===== src/rtl/core/ffra_pkg.sv =====
// ----------------------------------------------------------------------------
// ffra_pkg
// Shared types and constants for the first-fit region allocator.
// ----------------------------------------------------------------------------
package ffra_pkg;

  localparam int NUM_REGIONS = 16;
  localparam int NUM_RECORDS = 32;
  localparam int SIZE_BITS   = 16;
  localparam int ID_BITS     = 16;

  localparam int REGION_IDX_W = $clog2(NUM_REGIONS);
  localparam int REGION_CNT_W = $clog2(NUM_REGIONS + 1);
  localparam int REC_IDX_W    = $clog2(NUM_RECORDS);
  localparam int REC_CNT_W    = $clog2(NUM_RECORDS + 1);
  localparam int SCAN_W       = (REC_CNT_W > REGION_CNT_W) ? REC_CNT_W : REGION_CNT_W;

  typedef enum logic [1:0] {
    CMD_LOAD  = 2'd0,
    CMD_ALLOC = 2'd1,
    CMD_FREE  = 2'd2,
    CMD_NOP   = 2'd3
  } cmd_e;

  typedef enum logic [1:0] {
    ST_OK       = 2'd0,
    ST_NOFIT    = 2'd1,
    ST_NOTFOUND = 2'd2,
    ST_FULL     = 2'd3
  } status_e;

  typedef enum logic [3:0] {
    S_IDLE,
    S_LOAD,
    S_ALLOC_SCAN,
    S_ALLOC_SLOT,
    S_ALLOC_WRITE,
    S_FREE_SCAN,
    S_FREE_READ,
    S_FREE_ADD,
    S_RESP
  } state_e;

  typedef enum logic {
    ALU_ADD = 1'b0,
    ALU_SUB = 1'b1
  } alu_op_e;

  typedef struct packed {
    logic [ID_BITS-1:0]      id;
    logic [SIZE_BITS-1:0]    size;
    logic [REGION_IDX_W-1:0] region;
  } rec_t;

endpackage


===== src/rtl/core/ffra_alu.sv =====
// ----------------------------------------------------------------------------
// ffra_alu
// Shared add/subtract unit: first-fit compare, id match and size return.
// ----------------------------------------------------------------------------
module ffra_alu (
  input  ffra_pkg::alu_op_e              op_i,
  input  logic [ffra_pkg::SIZE_BITS-1:0] a_i,
  input  logic [ffra_pkg::SIZE_BITS-1:0] b_i,
  output logic [ffra_pkg::SIZE_BITS-1:0] res_o,
  output logic                           carry_o
);

  logic [ffra_pkg::SIZE_BITS-1:0] b_eff;
  logic [ffra_pkg::SIZE_BITS:0]   sum;

  // carry out of a subtract means a >= b
  always_comb begin
    b_eff = (op_i == ffra_pkg::ALU_SUB) ? ~b_i : b_i;
    sum   = {1'b0, a_i} + {1'b0, b_eff}
          + {{ffra_pkg::SIZE_BITS{1'b0}}, (op_i == ffra_pkg::ALU_SUB)};
  end

  assign res_o   = sum[ffra_pkg::SIZE_BITS-1:0];
  assign carry_o = sum[ffra_pkg::SIZE_BITS];

endmodule


===== src/rtl/core/ffra_region_table.sv =====
// ----------------------------------------------------------------------------
// ffra_region_table
// Free size of each loaded region; one write port, one registered read port.
// ----------------------------------------------------------------------------
module ffra_region_table (
  input  logic                              clk_i,
  input  logic                              we_i,
  input  logic [ffra_pkg::REGION_IDX_W-1:0] waddr_i,
  input  logic [ffra_pkg::SIZE_BITS-1:0]    wdata_i,
  input  logic [ffra_pkg::REGION_IDX_W-1:0] raddr_i,
  output logic [ffra_pkg::SIZE_BITS-1:0]    rdata_o
);

  logic [ffra_pkg::SIZE_BITS-1:0] mem [ffra_pkg::NUM_REGIONS];
  logic [ffra_pkg::SIZE_BITS-1:0] rdata_q;

  // entries above the fill count are never read, so no clearing is needed
  always_ff @(posedge clk_i) begin
    if (we_i) begin
      mem[waddr_i] <= wdata_i;
    end
    rdata_q <= mem[raddr_i];
  end

  assign rdata_o = rdata_q;

endmodule


===== src/rtl/core/ffra_record_table.sv =====
// ----------------------------------------------------------------------------
// ffra_record_table
// Live allocation records: id, size and region in memory, valid bits in flops.
// ----------------------------------------------------------------------------
module ffra_record_table (
  input  logic                           clk_i,
  input  logic                           rst_ni,
  input  logic                           we_i,
  input  logic [ffra_pkg::REC_IDX_W-1:0] waddr_i,
  input  ffra_pkg::rec_t                 wdata_i,
  input  logic                           clr_i,
  input  logic [ffra_pkg::REC_IDX_W-1:0] clr_addr_i,
  input  logic [ffra_pkg::REC_IDX_W-1:0] raddr_i,
  output ffra_pkg::rec_t                 rdata_o,
  output logic                           rvalid_o,
  input  logic [ffra_pkg::REC_IDX_W-1:0] probe_addr_i,
  output logic                           probe_vld_o
);

  ffra_pkg::rec_t                    mem [ffra_pkg::NUM_RECORDS];
  ffra_pkg::rec_t                    rdata_q;
  logic [ffra_pkg::NUM_RECORDS-1:0]  valid_q;
  logic [ffra_pkg::NUM_RECORDS-1:0]  valid_d;
  logic                              rvalid_q;

  always_ff @(posedge clk_i) begin
    if (we_i) begin
      mem[waddr_i] <= wdata_i;
    end
    rdata_q <= mem[raddr_i];
  end

  always_comb begin
    valid_d = valid_q;
    if (we_i) begin
      valid_d[waddr_i] = 1'b1;
    end
    if (clr_i) begin
      valid_d[clr_addr_i] = 1'b0;
    end
  end

  // valid travels with the read data so the match sees both together
  always_ff @(posedge clk_i or negedge rst_ni) begin
    if (!rst_ni) begin
      valid_q  <= '0;
      rvalid_q <= 1'b0;
    end else begin
      valid_q  <= valid_d;
      rvalid_q <= valid_q[raddr_i];
    end
  end

  assign rdata_o     = rdata_q;
  assign rvalid_o    = rvalid_q;
  assign probe_vld_o = valid_q[probe_addr_i];

endmodule


===== src/rtl/core/first_fit_region_allocator_unit.sv =====
// ----------------------------------------------------------------------------
// first_fit_region_allocator_unit
// First-fit allocator over a loaded region list, with an id-keyed record table.
// ----------------------------------------------------------------------------
//  channel | handshake                 | payload
//  --------+---------------------------+------------------------------------------
//  in      | in_valid_i / in_stall_o   | cmd_i, block_size_i, block_id_i
//  out     | out_valid_o / out_stall_i | status_o, region_index_o, region_remaining_o
//
//  One item at a time; in_stall_o stays high from acceptance until its result is taken.
//  A no-op goes straight to the result; a load writes the region table unless it is full.
//  Allocate finds the first fitting region and first free record slot, then writes both;
//  free finds the id, reads its region and adds the size back. The region scan and the
//  record scan each walk one entry a cycle through the single shared adder.
//  Reset clears the region count and record valid bits at once; no clearing pass.
//  The result is held while out_stall_i is high.
// ----------------------------------------------------------------------------
module first_fit_region_allocator_unit (
  input  logic        clk_i,
  input  logic        rst_ni,
  input  logic        in_valid_i,
  output logic        in_stall_o,
  input  logic [1:0]  cmd_i,
  input  logic [15:0] block_size_i,
  input  logic [15:0] block_id_i,
  output logic        out_valid_o,
  input  logic        out_stall_i,
  output logic [1:0]  status_o,
  output logic [3:0]  region_index_o,
  output logic [15:0] region_remaining_o
);

  ffra_pkg::state_e                  state_q, state_d;
  logic [ffra_pkg::REGION_CNT_W-1:0] count_q, count_d;
  logic                              pend_q, pend_d;
  logic [ffra_pkg::SCAN_W-1:0]       issue_q, issue_d;
  logic [ffra_pkg::SCAN_W-1:0]       cand_q, cand_d;
  logic [ffra_pkg::REC_IDX_W-1:0]    slot_q, slot_d;
  logic [ffra_pkg::REGION_IDX_W-1:0] reg_q, reg_d;
  logic [ffra_pkg::SIZE_BITS-1:0]    rem_q, rem_d;
  logic [ffra_pkg::SIZE_BITS-1:0]    size_q, size_d;
  logic [ffra_pkg::ID_BITS-1:0]      id_q, id_d;
  ffra_pkg::status_e                 st_q, st_d;
  logic [ffra_pkg::REGION_IDX_W-1:0] ridx_q, ridx_d;
  logic [ffra_pkg::SIZE_BITS-1:0]    rrem_q, rrem_d;

  logic                              rg_we;
  logic [ffra_pkg::REGION_IDX_W-1:0] rg_waddr;
  logic [ffra_pkg::SIZE_BITS-1:0]    rg_wdata;
  logic [ffra_pkg::REGION_IDX_W-1:0] rg_raddr;
  logic [ffra_pkg::SIZE_BITS-1:0]    rg_rdata;

  logic                              rec_we;
  ffra_pkg::rec_t                    rec_wdata;
  logic                              rec_clr;
  logic [ffra_pkg::REC_IDX_W-1:0]    rec_raddr;
  ffra_pkg::rec_t                    rec_rdata;
  logic                              rec_rvalid;
  logic                              probe_vld;

  ffra_pkg::alu_op_e                 alu_op;
  logic [ffra_pkg::SIZE_BITS-1:0]    alu_a, alu_b, alu_res;
  logic                              alu_carry;

  ffra_alu u_alu (
    .op_i    (alu_op),
    .a_i     (alu_a),
    .b_i     (alu_b),
    .res_o   (alu_res),
    .carry_o (alu_carry)
  );

  ffra_region_table u_region (
    .clk_i   (clk_i),
    .we_i    (rg_we),
    .waddr_i (rg_waddr),
    .wdata_i (rg_wdata),
    .raddr_i (rg_raddr),
    .rdata_o (rg_rdata)
  );

  ffra_record_table u_record (
    .clk_i        (clk_i),
    .rst_ni       (rst_ni),
    .we_i         (rec_we),
    .waddr_i      (slot_q),
    .wdata_i      (rec_wdata),
    .clr_i        (rec_clr),
    .clr_addr_i   (slot_q),
    .raddr_i      (rec_raddr),
    .rdata_o      (rec_rdata),
    .rvalid_o     (rec_rvalid),
    .probe_addr_i (slot_q),
    .probe_vld_o  (probe_vld)
  );

  assign rec_wdata = '{id: id_q, size: size_q, region: reg_q};

  always_comb begin
    state_d  = state_q;
    count_d  = count_q;
    pend_d   = pend_q;
    issue_d  = issue_q;
    cand_d   = cand_q;
    slot_d   = slot_q;
    reg_d    = reg_q;
    rem_d    = rem_q;
    size_d   = size_q;
    id_d     = id_q;
    st_d     = st_q;
    ridx_d   = ridx_q;
    rrem_d   = rrem_q;

    rg_we     = 1'b0;
    rg_waddr  = reg_q;
    rg_wdata  = alu_res;
    rg_raddr  = issue_q[ffra_pkg::REGION_IDX_W-1:0];
    rec_we    = 1'b0;
    rec_clr   = 1'b0;
    rec_raddr = issue_q[ffra_pkg::REC_IDX_W-1:0];
    alu_op    = ffra_pkg::ALU_SUB;
    alu_a     = rg_rdata;
    alu_b     = size_q;

    in_stall_o  = (state_q != ffra_pkg::S_IDLE);
    out_valid_o = (state_q == ffra_pkg::S_RESP);

    unique case (state_q)
      ffra_pkg::S_IDLE: begin
        if (in_valid_i) begin
          size_d  = block_size_i;
          id_d    = block_id_i;
          issue_d = '0;
          pend_d  = 1'b0;
          slot_d  = '0;
          unique case (ffra_pkg::cmd_e'(cmd_i))
            ffra_pkg::CMD_LOAD:  state_d = ffra_pkg::S_LOAD;
            ffra_pkg::CMD_ALLOC: state_d = ffra_pkg::S_ALLOC_SCAN;
            ffra_pkg::CMD_FREE:  state_d = ffra_pkg::S_FREE_SCAN;
            ffra_pkg::CMD_NOP: begin
              st_d    = ffra_pkg::ST_OK;
              ridx_d  = '0;
              rrem_d  = '0;
              state_d = ffra_pkg::S_RESP;
            end
          endcase
        end
      end

      ffra_pkg::S_LOAD: begin
        if (count_q == ffra_pkg::REGION_CNT_W'(ffra_pkg::NUM_REGIONS)) begin
          st_d   = ffra_pkg::ST_FULL;
          ridx_d = '0;
          rrem_d = '0;
        end else begin
          rg_we    = 1'b1;
          rg_waddr = count_q[ffra_pkg::REGION_IDX_W-1:0];
          rg_wdata = size_q;
          st_d     = ffra_pkg::ST_OK;
          ridx_d   = count_q[ffra_pkg::REGION_IDX_W-1:0];
          rrem_d   = size_q;
          count_d  = count_q + 1'b1;
        end
        state_d = ffra_pkg::S_RESP;
      end

      // read of the next candidate is issued in the same cycle as the compare of the previous one
      ffra_pkg::S_ALLOC_SCAN: begin
        if (pend_q && alu_carry) begin
          reg_d   = cand_q[ffra_pkg::REGION_IDX_W-1:0];
          rem_d   = alu_res;
          state_d = ffra_pkg::S_ALLOC_SLOT;
        end else if (issue_q >= ffra_pkg::SCAN_W'(count_q)) begin
          st_d    = ffra_pkg::ST_NOFIT;
          ridx_d  = '0;
          rrem_d  = '0;
          state_d = ffra_pkg::S_RESP;
        end else begin
          issue_d = issue_q + 1'b1;
          cand_d  = issue_q;
          pend_d  = 1'b1;
        end
      end

      ffra_pkg::S_ALLOC_SLOT: begin
        if (!probe_vld) begin
          state_d = ffra_pkg::S_ALLOC_WRITE;
        end else if (slot_q == ffra_pkg::REC_IDX_W'(ffra_pkg::NUM_RECORDS - 1)) begin
          st_d    = ffra_pkg::ST_FULL;
          ridx_d  = '0;
          rrem_d  = '0;
          state_d = ffra_pkg::S_RESP;
        end else begin
          slot_d = slot_q + 1'b1;
        end
      end

      ffra_pkg::S_ALLOC_WRITE: begin
        rg_we    = 1'b1;
        rg_wdata = rem_q;
        rec_we   = 1'b1;
        st_d     = ffra_pkg::ST_OK;
        ridx_d   = reg_q;
        rrem_d   = rem_q;
        state_d  = ffra_pkg::S_RESP;
      end

      // id match: difference of zero on a valid record
      ffra_pkg::S_FREE_SCAN: begin
        alu_a = id_q;
        alu_b = rec_rdata.id;
        if (pend_q && rec_rvalid && (alu_res == '0)) begin
          reg_d   = rec_rdata.region;
          rem_d   = rec_rdata.size;
          slot_d  = cand_q[ffra_pkg::REC_IDX_W-1:0];
          state_d = ffra_pkg::S_FREE_READ;
        end else if (issue_q == ffra_pkg::SCAN_W'(ffra_pkg::NUM_RECORDS)) begin
          st_d    = ffra_pkg::ST_NOTFOUND;
          ridx_d  = '0;
          rrem_d  = '0;
          state_d = ffra_pkg::S_RESP;
        end else begin
          issue_d = issue_q + 1'b1;
          cand_d  = issue_q;
          pend_d  = 1'b1;
        end
      end

      ffra_pkg::S_FREE_READ: begin
        rg_raddr = reg_q;
        state_d  = ffra_pkg::S_FREE_ADD;
      end

      ffra_pkg::S_FREE_ADD: begin
        alu_op  = ffra_pkg::ALU_ADD;
        alu_b   = rem_q;
        rg_we   = 1'b1;
        rec_clr = 1'b1;
        st_d    = ffra_pkg::ST_OK;
        ridx_d  = reg_q;
        rrem_d  = alu_res;
        state_d = ffra_pkg::S_RESP;
      end

      ffra_pkg::S_RESP: begin
        if (!out_stall_i) begin
          state_d = ffra_pkg::S_IDLE;
        end
      end

      default: state_d = ffra_pkg::S_IDLE;
    endcase
  end

  always_ff @(posedge clk_i or negedge rst_ni) begin
    if (!rst_ni) begin
      state_q <= ffra_pkg::S_IDLE;
      count_q <= '0;
      pend_q  <= 1'b0;
    end else begin
      state_q <= state_d;
      count_q <= count_d;
      pend_q  <= pend_d;
    end
  end

  always_ff @(posedge clk_i) begin
    issue_q <= issue_d;
    cand_q  <= cand_d;
    slot_q  <= slot_d;
    reg_q   <= reg_d;
    rem_q   <= rem_d;
    size_q  <= size_d;
    id_q    <= id_d;
    st_q    <= st_d;
    ridx_q  <= ridx_d;
    rrem_q  <= rrem_d;
  end

  assign status_o           = st_q;
  assign region_index_o     = ridx_q;
  assign region_remaining_o = rrem_q;

endmodule

===== config.mk =====
export PLATFORM = sky130hd
export DESIGN_NAME = first_fit_region_allocator_unit
export DESIGN_NICKNAME = d
export VERILOG_FILES = /design/src/rtl/core/ffra_pkg.sv /design/src/rtl/core/ffra_alu.sv /design/src/rtl/core/ffra_region_table.sv /design/src/rtl/core/ffra_record_table.sv /design/src/rtl/core/first_fit_region_allocator_unit.sv
export SDC_FILE = /design/constraint.sdc
export NUM_CORES = 2
export LEC_CHECK = 0
export ABC_CLOCK_PERIOD_IN_PS = 14750
export BUFFER_PORTS_ARGS = -buffer_cell sky130_fd_sc_hd__buf_2
export CORE_MARGIN = 2
export CORE_UTILIZATION = 40
export CTS_CLUSTER_DIAMETER = 80
export CTS_CLUSTER_SIZE = 16
export DETAILED_ROUTE_END_ITERATION = 10
export PLACE_DENSITY = 0.54
export SLEW_MARGIN = 25
export SYNTH_ARGS = -nofsm -noshare
export SYNTH_HDL_FRONTEND = slang
export SYNTH_SLANG_ARGS = --single-unit

===== constraint.sdc =====
create_clock -name clk_i -period 14.75 [get_ports clk_i]
set_clock_uncertainty 0.05 [all_clocks]
set_input_delay 2.95 -clock clk_i [delete_from_list [all_inputs] [get_ports clk_i]]
set_output_delay 2.95 -clock clk_i [all_outputs]
set_load 0.02 [all_outputs]

==> qor.txt <==
Setup crit end kind = flip-flop
sw power = 3.92 mW
post-route ant nets = 0
fill count = 13102
synth top area cells = edfxtp_1, mux4_2, dfrtp_1
Post-synth EDFFs = 1498
slowest CP cell = dfrtp_1
Die X = 399 um
first-pass GRT wire length = 241 mm
Net Count, Synth = 3009
outcome = finished, final reports clean
final period utilization = 0.438
number of synthesized register bits = 1593
Residual DRC = 0
Clock Sinks = 1593
largest net degree at the start of global routing = 94
Least-Margin Pin Slew = 1090 ps
pre-CTS setup slack = 8390 ps
register clock-pin slew on the reported worst setup and hold paths = 80 ps
Routed wire per std cell = 32.6 um
Setup TNS = 0 ps
die area = 159000 um^2
Layout area overhead = 11.8%
H-tree depth = 3
total wire length = 171 mm
top post-synthesis cells by count = edfxtp_1, mux4_2, nand2_1
Gate power share = 0.274
Total Routing Usage GR = 0.216
max_cap viols = 0
Async SR Flop Fraction = 0.0270
worst skew pair latency = 760 ps
Die Y = 399 um
initial core utilization = 0.401
post_cts resized = 0
clock root cell = clkbuf_16
Sequential Power Share = 0.480
vias per inst = 5.82
number of I/O pins = 62
Post-Syn Area = 62500 um^2
Initial DRC Count = 3215
VDD IR max = 0.000149 V
Crit path top cell by count = buf_4
area share of the largest cell type after synthesis = 0.720
slowest stage delay, CP = 700 ps
min-delay src = u_record.rdata_o[4]
sequential fraction of the synthesis area = 0.754
Hold/Removal Path Class = flip-flop to flip-flop
Core Area = 156000 um^2
CP max FO = 65
Worst Slack Setup Final = 8280 ps
leakage power = 21.8 nW
most common cell in the netlist = edfxtp_1
crit path launch = state_q[0]
Synth cell types = 65
RSZ-0062 raised after global routing = no
Yosys top cell by area = edfxtp_1
Routability Congestion = 0.839
total grt overflow = 0
Fmax = 155 MHz
CP Cell Sequence = nand3b_1 -> buf_4 -> nor2_4 -> buf_4 -> mux2_2 -> ha_1 -> nor2b_4 -> o2111a_1 -> or3_1 -> a41oi_1 -> xor2_1 -> nand4_2 -> nor4b_4 -> a21o_2 -> nor2_2
# nets final = 3162
vias = 30560
CTS Hold Bufs = 0
CTS buffer count = 115
Worst slew margin = 0.273
Crit Path Class = flip-flop to flip-flop
Final Hold Vio Count = 0
total of warnings raised by yosys = 0
Cell Rows = 145
CP startpoint kind = flip-flop
Gate Count Post-Synth = 2940
Pint = 8.67 mW
CTS tree = built
share of layout cells above drive strength 1 = 0.280
setup bufs post-CTS = 0
antenna violations before repair = 9
count of final setup violators = 0
Arr. time, crit path = 6830 ps
Final Max Slew Viols = 0
Post-synth top flop = edfxtp_1
Switching Share = 0.311
half-perimeter wire length after placement = 95.8 mm
Final Util = 0.449
Data required, critical path = 15120 ps
Clock Tree Buf Depth = 3
number of global-route vias before repair = 31321
Pre-antenna DRT Iters = 5
port bufs = 61
min cycle time layout = 6470 ps
syn avg cell area = 21.3 um^2
Worst R2R Start = state_q[0]
power per cell area = 180 nW/um^2
Clk pwr share = 0.246
-- power groups by stage --
stage,combinational [mW],clock [mW],sequential [mW]
final,3.45,3.09,6.05
after global routing,3.73,3.32,6.06
after CTS,3.44,3.17,6.07
after detailed placement,3.43,0,6.17
after global placement,3.33,0,6.17
after floorplan,2.17,0,6.08
-- final cells by class --
| class | instances | area, um^2 | area share |
|---|---|---|---|
| Multi-Input combinational cell | 1161 | 15100 | 0.216 |
| Antenna cell | 3 | 7.51 | 0.000107 |
| Timing Repair Buffer | 191 | 1520 | 0.0218 |
| Sequential cell | 1593 | 47100 | 0.674 |
| Clock buffer | 199 | 3260 | 0.0466 |
| Inverter | 31 | 116 | 0.00167 |
| Tap cell | 2058 | 2570 | 0.0368 |
| Clock inverter | 17 | 239 | 0.00342 |
-- worst paths after layout --
path	to	slack (ps)	cells past startpoint
worst max-delay path	region_remaining_o[14]	8280	15
worst min-delay path	rem_q[0]	470	2
worst max register to register	region_remaining_o[14]	8280	15
worst min register to register	rem_q[0]	470	2
max in group asynchronous	state_q[1]	12030	1
min in group asynchronous	u_record.valid_q[11]	2170	1
-- sequential cells by signal (all words and copies together) (netlist names) --
name	count
rem_q	16
u_record.mem	1152
u_record.rvalid_o	1
region_index_o	4
size_q	16
cand_q	5
u_region.mem	256
pend_q	1
reg_q	4
slot_q	5
u_record.rdata_o	36
id_q	16
region_remaining_o	16
status_o	2
issue_q	6
state_q	4
count_q	5
u_record.valid_q	32
u_region.rdata_o	16
-- worst max-delay path: cells and delay by family (launching register included) --
kind | cells | cell delay (ps)
xor gates and xnor gates | 1 | 440
buffers and inverters | 2 | 900
AOI/OAI and AO/OA | 3 | 1260
and+or+nand+nor | 7 | 1940
DFF | 1 | 700
adders and majority gates | 1 | 360
muxes | 1 | 410
-- cell families (layout without fill, tap and decap cells) --
logic type,count (synthesis),after routing,share of synthesized area
xor gates and xnor gates,26,26,0.00364
and+or+nand+nor,343,343,0.0253
muxes,522,522,0.173
other,0,3,0
adders and majority gates,31,31,0.00633
AOI/OAI and AO/OA,239,239,0.0261
buffers and inverters,186,438,0.0115
DFF,1593,1593,0.754
-- routing by layer --
metal  track usage  vias to the layer above  routed length (um)
met1         0.308                    16744               73700
met2         0.353                     1069               84100
li1              -                    12531                   -
met3        0.0273                      212                9460
met4        0.0557                        4                4200
met5             0                        -                  27
-- layout by cell type (no fill, tap or decap), types with 9 or more instances in the layout --
cell type / count
o211ai_1: 15
mux2_2: 57
xnor2_1: 16
o221ai_2: 10
a21oi_1: 54
nand2_1: 123
a2bb2oi_1: 31
mux2i_1: 21
xor2_1: 10
ha_1: 30
nor2_4: 32
buf_4: 110
and2_1: 22
nand2b_1: 11
o21ai_0: 39
nor2_1: 75
nor3_1: 11
inv_1: 31
and3_1: 10
clkbuf_1: 80
nand3_1: 14
buf_2: 61
buf_8: 9
mux4_2: 442
edfxtp_1: 1498
a31oi_1: 20
nor2b_1: 11
clkbuf_16: 117
dfxtp_1: 52
a211oi_1: 19
dfrtp_1: 42
-- per-stage QoR --
| step | hold WS [ps] | cell area [um^2] | power, mW | cells |
|---|---|---|---|---|
| finish | 466 | 69900 | 12.6 | 5253 |
| CTS | 467 | 69600 | 12.7 | 5237 |
| global route | 501 | 69900 | 13.1 | 5250 |
| global placement | 446 | 66000 | 9.50 | 5016 |
| detailed placement | 453 | 66100 | 9.60 | 5021 |
| floorplan | 402 | 62500 | 8.26 | 2940 |
No activity file was read; power rests on OpenSTA's default activity.
